**src/rtl/btlt_pkg.sv**
```systemverilog
package btlt_pkg;

  // Default table depth
  localparam int LABEL_ENTRIES_DEF = 128;

  // Action codes
  localparam logic [1:0] ACT_CLEAR  = 2'd0;
  localparam logic [1:0] ACT_SEED   = 2'd1;
  localparam logic [1:0] ACT_SCAN   = 2'd2;
  localparam logic [1:0] ACT_LOOKUP = 2'd3;

  // Stored label kinds
  localparam logic [1:0] KIND_GEN   = 2'd0;
  localparam logic [1:0] KIND_NMI   = 2'd1;
  localparam logic [1:0] KIND_RESET = 2'd2;
  localparam logic [1:0] KIND_IRQ   = 2'd3;

  // Seed vector codes
  localparam logic [1:0] VEC_NMI   = 2'd0;
  localparam logic [1:0] VEC_RESET = 2'd1;

  // Absolute jump opcodes
  localparam logic [7:0] OP_JSR = 8'h20;
  localparam logic [7:0] OP_JMP = 8'h4C;

  // Addressing mode holding a relative target
  localparam logic [3:0] MODE_REL = 4'd13;

  // Decode entries: {mode, length}
  localparam logic [5:0] T_IMP = 6'd1;
  localparam logic [5:0] T_ACC = 6'd5;
  localparam logic [5:0] T_IMM = 6'd10;
  localparam logic [5:0] T_ZP  = 6'd14;
  localparam logic [5:0] T_ZPX = 6'd18;
  localparam logic [5:0] T_ZPY = 6'd22;
  localparam logic [5:0] T_ABS = 6'd27;
  localparam logic [5:0] T_ABX = 6'd31;
  localparam logic [5:0] T_ABY = 6'd35;
  localparam logic [5:0] T_IND = 6'd39;
  localparam logic [5:0] T_INX = 6'd42;
  localparam logic [5:0] T_INY = 6'd46;
  localparam logic [5:0] T_ZPI = 6'd50;
  localparam logic [5:0] T_REL = 6'd54;
  localparam logic [5:0] T_BB  = 6'd55;

  localparam logic [5:0] DECODE_TAB [256] = '{
    T_IMP,T_INX,T_IMP,T_IMP,T_ZP,T_ZP,T_ZP,T_ZP,T_IMP,T_IMM,T_ACC,T_IMP,T_ABS,T_ABS,T_ABS,T_BB,
    T_REL,T_INY,T_ZPI,T_IMP,T_ZP,T_ZPX,T_ZPX,T_ZP,T_IMP,T_ABY,T_ACC,T_IMP,T_ABS,T_ABX,T_ABX,T_BB,
    T_ABS,T_INX,T_IMP,T_IMP,T_ZP,T_ZP,T_ZP,T_ZP,T_IMP,T_IMM,T_ACC,T_IMP,T_ABS,T_ABS,T_ABS,T_BB,
    T_REL,T_INY,T_ZPI,T_IMP,T_ZPX,T_ZPX,T_ZPX,T_ZP,T_IMP,T_ABY,T_ACC,T_IMP,T_ABX,T_ABX,T_ABX,T_BB,
    T_IMP,T_INX,T_IMP,T_IMP,T_IMP,T_ZP,T_ZP,T_ZP,T_IMP,T_IMM,T_ACC,T_IMP,T_ABS,T_ABS,T_ABS,T_BB,
    T_REL,T_INY,T_ZPI,T_IMP,T_IMP,T_ZPX,T_ZPX,T_ZP,T_IMP,T_ABY,T_IMP,T_IMP,T_IMP,T_ABX,T_ABX,T_BB,
    T_IMP,T_INX,T_IMP,T_IMP,T_ZP,T_ZP,T_ZP,T_ZP,T_IMP,T_IMM,T_ACC,T_IMP,T_IND,T_ABS,T_ABS,T_BB,
    T_REL,T_INY,T_ZPI,T_IMP,T_ZPX,T_ZPX,T_ZPX,T_ZP,T_IMP,T_ABY,T_IMP,T_IMP,T_ABX,T_ABX,T_ABX,T_BB,
    T_REL,T_INX,T_IMP,T_IMP,T_ZP,T_ZP,T_ZP,T_ZP,T_IMP,T_IMM,T_IMP,T_IMP,T_ABS,T_ABS,T_ABS,T_BB,
    T_REL,T_INY,T_ZPI,T_IMP,T_ZPX,T_ZPX,T_ZPY,T_ZP,T_IMP,T_ABY,T_IMP,T_IMP,T_ABS,T_ABX,T_ABX,T_BB,
    T_IMM,T_INX,T_IMM,T_IMP,T_ZP,T_ZP,T_ZP,T_ZP,T_IMP,T_IMM,T_IMP,T_IMP,T_ABS,T_ABS,T_ABS,T_BB,
    T_REL,T_INY,T_ZPI,T_IMP,T_ZPX,T_ZPX,T_ZPY,T_ZP,T_IMP,T_ABY,T_IMP,T_IMP,T_ABX,T_ABX,T_ABY,T_BB,
    T_IMM,T_INX,T_IMP,T_IMP,T_ZP,T_ZP,T_ZP,T_ZP,T_IMP,T_IMM,T_IMP,T_IMP,T_ABS,T_ABS,T_ABS,T_BB,
    T_REL,T_INY,T_ZPI,T_IMP,T_IMP,T_ZPX,T_ZPX,T_ZP,T_IMP,T_ABY,T_IMP,T_IMP,T_IMP,T_ABX,T_ABX,T_BB,
    T_IMM,T_INX,T_IMP,T_IMP,T_ZP,T_ZP,T_ZP,T_ZP,T_IMP,T_IMM,T_IMP,T_IMP,T_ABS,T_ABS,T_ABS,T_BB,
    T_REL,T_INY,T_ZPI,T_IMP,T_IMP,T_ZPX,T_ZPX,T_ZP,T_IMP,T_ABY,T_IMP,T_IMP,T_IMP,T_ABX,T_ABX,T_BB
  };

  // Opcode decode: {mode[3:0], length[1:0]}
  function automatic logic [5:0] decode_op(input logic [7:0] op);
    return DECODE_TAB[op];
  endfunction

  // One table entry
  typedef struct packed {
    logic [1:0]  kind;
    logic [15:0] addr;
  } label_t;

endpackage

```
**src/rtl/branch_target_label_table_core.sv**
```systemverilog
// Channel | Signals                                      | Transaction when
// --------+----------------------------------------------+---------------------------
// in      | in_valid, in_ready, action .. vector_kind    | in_valid & in_ready
// out     | out_valid, out_ready, hit .. table_full      | out_valid & out_ready
//
// Clear, seed and non-branch scan items need no search; a scan with a target or a lookup
// searches the live entries (at most LABEL_ENTRIES) by a one-read-per-cycle walk of the
// label memory, and a scan that misses inserts its target when there is room.
// One item is in work at a time; a new one is taken while a result waits at the output.
// Reset (rst, synchronous) empties the table at once; memory contents are not cleared.
// A stalled output holds its result; the block waits in its final state until the
// output register is free.
module branch_target_label_table_core #(
  parameter int LABEL_ENTRIES = btlt_pkg::LABEL_ENTRIES_DEF
) (
  input  logic        clk,
  input  logic        rst,
  input  logic        in_valid,
  output logic        in_ready,
  input  logic [1:0]  action,
  input  logic [15:0] address,
  input  logic [7:0]  opcode,
  input  logic [7:0]  operand_low,
  input  logic [7:0]  operand_high,
  input  logic [1:0]  vector_kind,
  output logic        out_valid,
  input  logic        out_ready,
  output logic        hit,
  output logic [6:0]  entry_index,
  output logic [1:0]  entry_kind,
  output logic [15:0] next_address,
  output logic [1:0]  instr_length,
  output logic [3:0]  addr_mode,
  output logic        target_valid,
  output logic [15:0] target_address,
  output logic        inserted,
  output logic        table_full
);

  localparam int IDX_W = $clog2(LABEL_ENTRIES);
  localparam int CNT_W = $clog2(LABEL_ENTRIES + 1);

  typedef enum logic [3:0] {
    ST_IDLE   = 4'b0001,
    ST_SEARCH = 4'b0010,
    ST_INSERT = 4'b0100,
    ST_DONE   = 4'b1000
  } state_t;

  state_t state;

  // Label memory, synchronous read
  btlt_pkg::label_t mem [LABEL_ENTRIES];
  btlt_pkg::label_t rd_data;
  logic             rd_en;
  logic [IDX_W-1:0] rd_addr;

  logic [CNT_W-1:0] count;
  logic [CNT_W-1:0] iss_idx;
  logic             pend;
  logic [IDX_W-1:0] pend_idx;

  // Working item
  logic [1:0]  act;
  logic [15:0] key;
  logic        w_hit;
  logic [6:0]  w_idx;
  logic [1:0]  w_kind;
  logic [15:0] w_next;
  logic [1:0]  w_len;
  logic [3:0]  w_mode;
  logic        w_tv;
  logic        w_ins;
  logic        w_full;

  // Decode of the incoming instruction
  logic [5:0]  dec;
  logic [1:0]  dec_len;
  logic [3:0]  dec_mode;
  logic        dec_tv;
  logic [15:0] dec_tgt;
  logic [1:0]  seed_kind;
  logic        room;
  logic        in_fire;
  logic        out_free;

  assign dec      = btlt_pkg::decode_op(opcode);
  assign dec_len  = dec[1:0];
  assign dec_mode = dec[5:2];
  assign room     = count < CNT_W'(LABEL_ENTRIES);
  assign in_ready = (state == ST_IDLE);
  assign in_fire  = in_valid && in_ready;
  assign out_free = !out_valid || out_ready;

  // Target address: relative branch, BBR/BBS, or absolute JSR/JMP
  always_comb begin
    dec_tv  = 1'b0;
    dec_tgt = 16'd0;
    if (dec_mode == btlt_pkg::MODE_REL) begin
      dec_tv = 1'b1;
      if (dec_len == 2'd3) begin
        dec_tgt = address + 16'd3 + {{8{operand_high[7]}}, operand_high};
      end else begin
        dec_tgt = address + 16'd2 + {{8{operand_low[7]}}, operand_low};
      end
    end else if (opcode == btlt_pkg::OP_JSR || opcode == btlt_pkg::OP_JMP) begin
      dec_tv  = 1'b1;
      dec_tgt = {operand_high, operand_low};
    end
  end

  always_comb begin
    case (vector_kind)
      btlt_pkg::VEC_NMI:   seed_kind = btlt_pkg::KIND_NMI;
      btlt_pkg::VEC_RESET: seed_kind = btlt_pkg::KIND_RESET;
      default:             seed_kind = btlt_pkg::KIND_IRQ;
    endcase
  end

  // Search read port
  assign rd_en   = (state == ST_SEARCH) && !(pend && rd_data.addr == key) && (iss_idx < count);
  assign rd_addr = iss_idx[IDX_W-1:0];

  always_ff @(posedge clk) begin
    if (rd_en) begin
      rd_data <= mem[rd_addr];
    end
    if (state == ST_INSERT) begin
      mem[count[IDX_W-1:0]] <= '{kind: w_kind, addr: key};
    end
  end

  // Control
  always_ff @(posedge clk) begin
    if (rst) begin
      state     <= ST_IDLE;
      count     <= '0;
      pend      <= 1'b0;
      out_valid <= 1'b0;
    end else begin
      // Result register: load when done, drop when taken
      if (state == ST_DONE && out_free) begin
        out_valid <= 1'b1;
      end else if (out_valid && out_ready) begin
        out_valid <= 1'b0;
      end
      case (state)
        ST_IDLE: begin
          if (in_fire) begin
            case (action)
              btlt_pkg::ACT_CLEAR: begin
                count <= '0;
                state <= ST_DONE;
              end
              btlt_pkg::ACT_SEED: begin
                state <= room ? ST_INSERT : ST_DONE;
              end
              btlt_pkg::ACT_SCAN: begin
                state <= dec_tv ? ST_SEARCH : ST_DONE;
              end
              default: begin
                state <= ST_SEARCH;
              end
            endcase
            iss_idx <= '0;
            pend    <= 1'b0;
          end
        end
        ST_SEARCH: begin
          if (pend && rd_data.addr == key) begin
            pend  <= 1'b0;
            state <= ST_DONE;
          end else if (iss_idx < count) begin
            pend     <= 1'b1;
            pend_idx <= iss_idx[IDX_W-1:0];
            iss_idx  <= iss_idx + 1'b1;
          end else begin
            pend <= 1'b0;
            if (act == btlt_pkg::ACT_LOOKUP || !room) begin
              state <= ST_DONE;
            end else begin
              state <= ST_INSERT;
            end
          end
        end
        ST_INSERT: begin
          count <= count + 1'b1;
          state <= ST_DONE;
        end
        ST_DONE: begin
          if (out_free) begin
            state <= ST_IDLE;
          end
        end
        default: begin
          state <= ST_IDLE;
        end
      endcase
    end
  end

  // Working result fields
  always_ff @(posedge clk) begin
    case (state)
      ST_IDLE: begin
        if (in_fire) begin
          act    <= action;
          w_hit  <= 1'b0;
          w_idx  <= '0;
          w_ins  <= 1'b0;
          // A seed keeps its vector kind only when it finds room
          w_kind <= (action == btlt_pkg::ACT_SEED && room) ? seed_kind : btlt_pkg::KIND_GEN;
          w_full <= (action == btlt_pkg::ACT_SEED) && !room;
          if (action == btlt_pkg::ACT_SCAN) begin
            w_next <= address + {14'd0, dec_len};
            w_len  <= dec_len;
            w_mode <= dec_mode;
            w_tv   <= dec_tv;
            key    <= dec_tgt;
          end else begin
            w_next <= '0;
            w_len  <= '0;
            w_mode <= '0;
            w_tv   <= 1'b0;
            key    <= address;
          end
        end
      end
      ST_SEARCH: begin
        if (pend && rd_data.addr == key) begin
          w_hit  <= 1'b1;
          w_idx  <= 7'(pend_idx);
          w_kind <= rd_data.kind;
        end else if (!(iss_idx < count) && act == btlt_pkg::ACT_SCAN && !room) begin
          w_full <= 1'b1;
        end
      end
      ST_INSERT: begin
        w_ins <= 1'b1;
        w_idx <= 7'(count);
      end
      default: begin
      end
    endcase
  end

  // Output register
  always_ff @(posedge clk) begin
    if (state == ST_DONE && out_free) begin
      hit            <= w_hit;
      entry_index    <= w_idx;
      entry_kind     <= w_kind;
      next_address   <= w_next;
      instr_length   <= w_len;
      addr_mode      <= w_mode;
      target_valid   <= w_tv;
      target_address <= w_tv ? key : 16'd0;
      inserted       <= w_ins;
      table_full     <= w_full;
    end
  end

endmodule

```
**config.mk**
```make
export PLATFORM = sky130hd
export DESIGN_NAME = branch_target_label_table_core
export DESIGN_NICKNAME = d
export VERILOG_FILES = /design/src/rtl/btlt_pkg.sv /design/src/rtl/branch_target_label_table_core.sv
export SDC_FILE = /design/constraint.sdc
export NUM_CORES = 2
export LEC_CHECK = 0
export BUFFER_PORTS_ARGS = -buffer_cell sky130_fd_sc_hd__buf_4
export CAP_MARGIN = 20
export CORE_AREA = 2 2 509 511
export DETAILED_ROUTE_END_ITERATION = 12
export DIE_AREA = 0 0 511 513
export REMOVE_ABC_BUFFERS = 1
export SYNTH_ARGS = -nofsm -noshare
export SYNTH_HDL_FRONTEND = slang
export SYNTH_SLANG_ARGS = --single-unit
export TNS_END_PERCENT = 50
```
**constraint.sdc**
```tcl
create_clock -name clk -period 8 [get_ports clk]
set_clock_uncertainty 0.1 [all_clocks]
set_input_delay 0.8 -clock clk [delete_from_list [all_inputs] [get_ports clk]]
set_output_delay 0.8 -clock clk [all_outputs]
set_load 0.02 [all_outputs]
```
## After elaboration in Yosys (flattened, before gate mapping)

Memory sizes are Yosys's and may differ from the RTL's. A register that Yosys moved wholly into a read port is not among the register bits.
Cells that the tools add are included.

| word-level totals | value |
|---|---|
| flip-flop bits (word level) | 133 |
| word-level logic and storage cells | 144 |
| RAM bits | 2304 |
| output and inout port bits | 53 |
| bits of input ports | 48 |
| memories kept | 2 |
| memory bits (read-only) | 1536 |

Memories:

| memory | depth | width | read ports | clocked after memory_dff | write ports | line | source |
|---|---|---|---|---|---|---|---|
| mem | 128 | 18 | 1 | 1 | 1 | branch_target_label_table_core.sv:53 | `btlt_pkg::label_t mem [LABEL_ENTRIES];` |
| (name not given) | 256 | 6 | 1 | 0 | 0 | btlt_pkg.sv:67 | `return DECODE_TAB[op];` |

| operators by class | value |
|---|---|
| multiplexer cells | 47 |
| reduce and logical (&&, ||, !) cells | 33 |
| order comparisons | 3 |
| bitwise logic cells | 3 |
| equality and inequality tests | 22 |
| add/subtract/negate cells | 7 |

Operators by type and width:

| cell | count |
|---|---|
| 16-bit two-way mux | 4 |
| 8-bit two-way mux | 5 |
| 16-bit adder | 2 |
| 16-bit by 2-bit adder with 16-bit output, second input constant | 2 |
| 8-bit case mux with 2 select lines | 2 |
| 4-bit two-way mux | 7 |
| 7-bit case mux with 3 select lines | 1 |
| 16-bit by 2-bit adder with 16-bit output | 1 |
| 8-bit by 1-bit adder with 8-bit output, second input constant | 2 |
| 16-bit equality test | 1 |
| 4-bit case mux with 4 select lines | 1 |
| 7-bit two-way mux | 2 |
| 1-bit two-way mux | 13 |
| 6-bit two-way mux | 2 |
| 4-bit case mux with 3 select lines | 1 |
| 3-bit AND reduction | 4 |
| 1-bit logical AND | 10 |
| 2-bit by 1-bit != test with 1-bit output, second input constant | 5 |
| 9-bit greater-or-equal comparator, second input constant | 1 |
| 8-bit NOT with 9-bit output | 1 |
| 2-bit equality test, second input constant | 4 |
| 4-bit equality test, second input constant | 2 |
| 8-bit by 6-bit equality test with 1-bit output, second input constant | 1 |
| 8-bit by 7-bit equality test with 1-bit output, second input constant | 1 |
| 20 further kinds | 40 |

## Longest topological paths before layout

| logic depth | value |
|---|---|
| word-level depth | 10 |
| gate-level depth with buffers | 16 |
| depth with buffers taken out | 14 |

## Worst setup path after synthesis

No wires, ideal clock.

| timing | value |
|---|---|
| path type | reg-to-reg |
| start | register key[0] |
| end | register iss_idx[0] (enable) |
| clock period less this slack | 4382 ps |
| path buffers | 0 |
| setup slack | 3618 ps |
| cell stages (with the launch flop) | 7 |
| arrival time | 3863 ps |
| data required time | 7481 ps |
| path through | edfxtp_1 xnor2_1 nand4_1 nor4_1 nand3_1 nand2b_1 a2111oi_0 |

| between the ends | value |
|---|---|
| longest elaborated chain between the ends | 4 |

Ends and longest elaborated chain:

| item | line | source |
|---|---|---|
| start: declaration | branch_target_label_table_core.sv:65 | `logic [15:0] key;` |
| start signal: assignment | branch_target_label_table_core.sv:219 | `key <= dec_tgt;` |
| start signal: assignment | branch_target_label_table_core.sv:225 | `key <= address;` |
| 16-bit equality test | branch_target_label_table_core.sv:170 | `if (pend && rd_data.addr == key) begin` |
| 1-bit logical AND | branch_target_label_table_core.sv:170 |  |
| 2-bit != test (no source line) | n/a |  |
| 5-bit AND reduction (no source line) | n/a |  |
| end signal: assignment | branch_target_label_table_core.sv:176 | `iss_idx <= iss_idx + 1'b1;` |
| end: declaration | branch_target_label_table_core.sv:59 | `logic [CNT_W-1:0] iss_idx;` |

No other way between the ends.
A chain may end at the register's enable or synchronous reset.

## Worst setup path after layout

| timing | value |
|---|---|
| start | register iss_idx[1] |
| end | register, netlist name rd_data[8] |

| between the ends | value |
|---|---|
| longest elaborated chain between the ends | 2 |

Ends and longest elaborated chain:

| item | line | source |
|---|---|---|
| 8-bit < comparator | branch_target_label_table_core.sv:121 | `assign rd_en = (state == ST_SEARCH) && !(pend && rd_data.addr == key) && (iss_idx < count);` |
| 1-bit logical AND | branch_target_label_table_core.sv:121 |  |

Several ways; a longest one is shown, not always the timed one.

==> results by stage <==
Timing:
- Headroom to the max-slew limit came out at 0.245.
- The hold violation count in the final report was 0.
- Of the available clock period, the critical path in the final layout requires 0.555.
- Setup violations remaining at the end of the flow were counted as 0.
- For this run, the top clock speed supported by timing is 0.225 GHz.
- The final count of pins violating max slew is 0.
- Setup repair after global routing left no endpoint under its margin.
- The actual transition at the worst max-transition pin is 1.13 ns.
- The minimum clock period is between 4 and 5 ns.

CTS:
- For this design, the CTS-stage hold fixing added 0 buffers.
- The root buffer cell chosen for the clock tree is sky130_fd_sc_hd__clkbuf_16.
- The number of clock buffers added by TritonCTS is between 200 and 250.
- The clock net in this run drives a total of ~2500 sinks.
- The clock latency reported for the late side of the worst-skew pair is 0.88 ns.
- The H-tree was split into 4 levels.
- Post-CTS repair changed the size of 0 cells.
- Clock-pin slew was measured on the worst setup and hold paths at 0.07 ns.
- The maximum root-to-sink buffer count is 3.
- The clock tree from TritonCTS is done.
- Post-CTS timing repair inserted 0 buffers for setup.

Routing:
- After detailed routing, the number of remaining DRC violations is 0.
- The wire length after detailed routing is ~250000 um.
- The total via count in the routed design is 46300.
- In the final routed layout, each cell accounts on average for 30.2 um.
- Dividing the detail-routed via count by the number of cells gives 5.65.
- The pre-antenna-repair detailed-routing pass consisted of 5 iterations.
- The detail route stage leaves a number of antenna-violating nets equal to 0.
- The detailed router finished its first iteration with 5773 violations.

Synth:
- Synthesis instantiated 70 different standard cells from the library.
- The share of async-settable or async-resettable flops after synthesis is 0.
- During synthesis, Yosys emitted a total of 0 warnings.
- Counting flops and latches in the post-synthesis netlist gives 2455.
- The sequential fraction of the synthesis area is 0.757.
- The area of the mapped netlist is 97200 um2.
- The predominant post-synthesis flop cell is sky130_fd_sc_hd__edfxtp_1.
- After technology mapping, the gate count stands at roughly 4300.
- Counting flops with a built-in enable in the synthesized netlist gives 2441.
- The mean area per synthesized cell is about 22 um2.

Critical path:
- At the worst endpoint, the required time is between 8 and 9 ns.
- The startpoint kind of the worst setup timing path is a flip-flop.
- The critical path is of the reg -> reg type.
- At the worst endpoint, the arrival time is approximately 5.0 ns.
- The register-to-register setup slack is 3.56 ns.
- The largest driver fanout on the critical path is 57.
- The critical path capture point type is a flip-flop.

Floorplanning:
- The starting density of the core is 0.379.
- After floorplanning, the core was sized to cover around 260000 um2.
- The die area is 262000 um2.
- The cell row count is around 190.
- In this run the horizontal extent of the chip is 511 um.
- The height of the die is 513 um.
- roughly 100 I/O pins were placed.

Power and ir drop:
- Cell internal power was estimated by the tool at 0.0216 W.
- The share of total power dissipated in sequential elements is 0.518.
- Total power for the finished layout comes to 0.0281 W.
- The part of the power in the clock network is 0.387.
- In this run the power density over the cells is between 200 and 300 nW/um2.
- The maximum ir drop on the vdd rail is between 0.2 and 0.25 mV.
- For this design the total switching power over the nets is 0.00649 W.
- The switching share of power is 0.231.
- For this design the static power due to leakage is 34.0 nW.
- The share of total power in combinational logic is 0.095.

Hold path:
- The worst hold path belongs to the class in -> reg.

Finish:
- The area of combinational cells with multiple inputs is 23000 um2.
- The layout has about 22000 filler cells.
- The post-layout utilization of the core is 0.432.
- The net total in the final layout is 4721.
- In the final layout, the share of cells above drive strength 1 is 0.310.
- Relative to the synthesized area, the layout overhead comes to 13.7%.
- The register area is about 74000 um2.

Global route:
- The global routing met3 resource utilization is 0.0304.
- The met2 layer usage reported by global route is 0.304.
- The via count of the first global-routing pass is 46700.
- met2 is the most crowded layer.
- The wire length of the first global-routing pass is 351000 um.
- The maximum number of pins on one net before global-route repair is about 160.
- The global-route usage over all layers is 0.187.
- In the global route stage, met1 resource usage came out at 0.261.
- The number of antenna violations at the first check in global routing is 15.
- The total overflow reported by the global router is 0.

Place:
- The number of I/O port buffers is 100.
- Detailed placement finished with a half-perimeter wire length of 137000 um.
- Routability-driven placement finished with a final weighted congestion of 0.808.

Flow run:
- The count of maximum capacitance violations is 0.

Status:
- The flow ran to the end, and the final reports show no timing, DRC or antenna violations.
## power by group through the flow
stage	clock network (W)	registers, W	logic (W)
final	0.0109	0.0145	0.00267
after floorplan	0	0.0153	0.00226
after detailed placement	0	0.0148	0.00269
after global routing	0.0115	0.0145	0.00281
after global placement	0	0.0148	0.00264
after CTS	0.0110	0.0145	0.00269
## through the flow
step | instance area (um2) | TNS [ns] | std cells | hold slack [ns] | setup slack [ns]
2_1_floorplan | 96200 | -1012.09 | 4097 | 0.300 | -17.06
3_3_place_gp | 103000 | 0 | 7737 | 0.303 | 3.19
3_5_place_dp | 103000 | 0 | 7739 | 0.307 | 3.46
4_1_cts | 111000 | 0 | 8179 | 0.0717 | 3.54
5_1_grt | 111000 | 0 | 8181 | 0.100 | 3.51
6_report | 111000 | 0 | 8190 | 0.140 | 3.56
## cell type report
type                            instances  area share
Antenna cell                           10    0.000226
Tap cell                             3384      0.0383
Timing Repair Buffer                  259      0.0188
Sequential cell                      2455       0.665
Clock buffer                          283      0.0550
Inverter                               46     0.00156
Multi-Input combinational cell       1596       0.208
Clock inverter                        157      0.0126
## routing by layer
metal	up-vias	routed length, um	share of wire
met5	-	16	0.000065
met3	307	17600	0.071
met1	25200	103000	0.42
met4	2	6520	0.026
met2	1886	120000	0.49
li1	18900	-	-
## cell usage after synthesis, types with 10 or more instances
library cell	instances	area, um2
sky130_fd_sc_hd__mux2_2	24	270
sky130_fd_sc_hd__and2_1	23	144
sky130_fd_sc_hd__dfxtp_1	14	280
sky130_fd_sc_hd__buf_1	39	146
sky130_fd_sc_hd__mux4_2	756	17000
sky130_fd_sc_hd__xnor2_1	35	307
sky130_fd_sc_hd__buf_4	13	97.6
sky130_fd_sc_hd__a31oi_1	19	119
sky130_fd_sc_hd__nor2b_1	16	100
sky130_fd_sc_hd__nand2b_1	14	87.6
sky130_fd_sc_hd__nor3_1	24	120
sky130_fd_sc_hd__nand3_1	43	215
sky130_fd_sc_hd__buf_2	59	295
sky130_fd_sc_hd__edfxtp_1	2441	73300
sky130_fd_sc_hd__clkbuf_1	114	428
sky130_fd_sc_hd__nor2_1	215	807
sky130_fd_sc_hd__nand4_1	14	87.6
sky130_fd_sc_hd__inv_1	44	165
sky130_fd_sc_hd__ha_1	79	988
sky130_fd_sc_hd__xor2_1	25	219
sky130_fd_sc_hd__a211oi_1	10	75.1
sky130_fd_sc_hd__nand2_1	65	244
sky130_fd_sc_hd__o21ai_0	45	225
sky130_fd_sc_hd__a21oi_1	40	200
## worst max-delay path, cell delays in order, from the launching register on
cell and delay [ns]:
sky130_fd_sc_hd__edfxtp_1 0.63, sky130_fd_sc_hd__buf_4 0.73, sky130_fd_sc_hd__buf_4 0.82, sky130_fd_sc_hd__mux4_2 0.43
sky130_fd_sc_hd__mux4_2 0.53, sky130_fd_sc_hd__mux4_2 0.54, sky130_fd_sc_hd__mux2_2 0.29
## final timing paths
path              start               to  cells after the start
max reg2reg  iss_idx[1]       rd_data[8]                      6
min           action[0]           act[0]                      1
min reg2reg   w_next[2]  next_address[2]                      0
max          iss_idx[1]       rd_data[8]                      6
## registers in the layout, summed over array words and instances (netlist names), 4 cells and up
register,cells
mem,2304
count,8
key,16
rd_data,18
entry_index,7
iss_idx,8
next_address,16
w_mode,4
w_idx,7
target_address,16
state,4
pend_idx,7
addr_mode,4
w_next,16
## cell usage in the layout (no fill, tap or decap), types with 15 or more instances in the layout
cell type,n
sky130_fd_sc_hd__xnor2_1,35
sky130_fd_sc_hd__nor2_1,127
sky130_fd_sc_hd__a31oi_1,19
sky130_fd_sc_hd__and2_1,23
sky130_fd_sc_hd__bufinv_16,20
sky130_fd_sc_hd__clkbuf_16,236
sky130_fd_sc_hd__nand3_1,43
sky130_fd_sc_hd__nor2_2,38
sky130_fd_sc_hd__clkinv_1,59
sky130_fd_sc_hd__nor3_1,21
sky130_fd_sc_hd__o21ai_0,45
sky130_fd_sc_hd__nor2_4,50
sky130_fd_sc_hd__clkinv_2,53
sky130_fd_sc_hd__mux2_2,24
sky130_fd_sc_hd__xor2_1,25
sky130_fd_sc_hd__a21oi_1,40
sky130_fd_sc_hd__nor2b_1,15
sky130_fd_sc_hd__buf_4,246
sky130_fd_sc_hd__inv_1,43
sky130_fd_sc_hd__clkbuf_1,47
sky130_fd_sc_hd__edfxtp_1,2441
sky130_fd_sc_hd__mux4_2,756
sky130_fd_sc_hd__nand2_1,65
sky130_fd_sc_hd__ha_1,79
## logic make-up (layout without fill, tap and decap cells)
logic type	count (synthesis)	count (layout)	synth area share
other cells	0	10	0
fa+ha+maj	82	82	0.0108
xor+xnor	60	60	0.00541
compound gates	201	201	0.0138
flops	2455	2455	0.757
mux	790	790	0.179
buf+inv	272	745	0.0118
simple gates	463	463	0.0223
(Power assumes the default switching activity.)
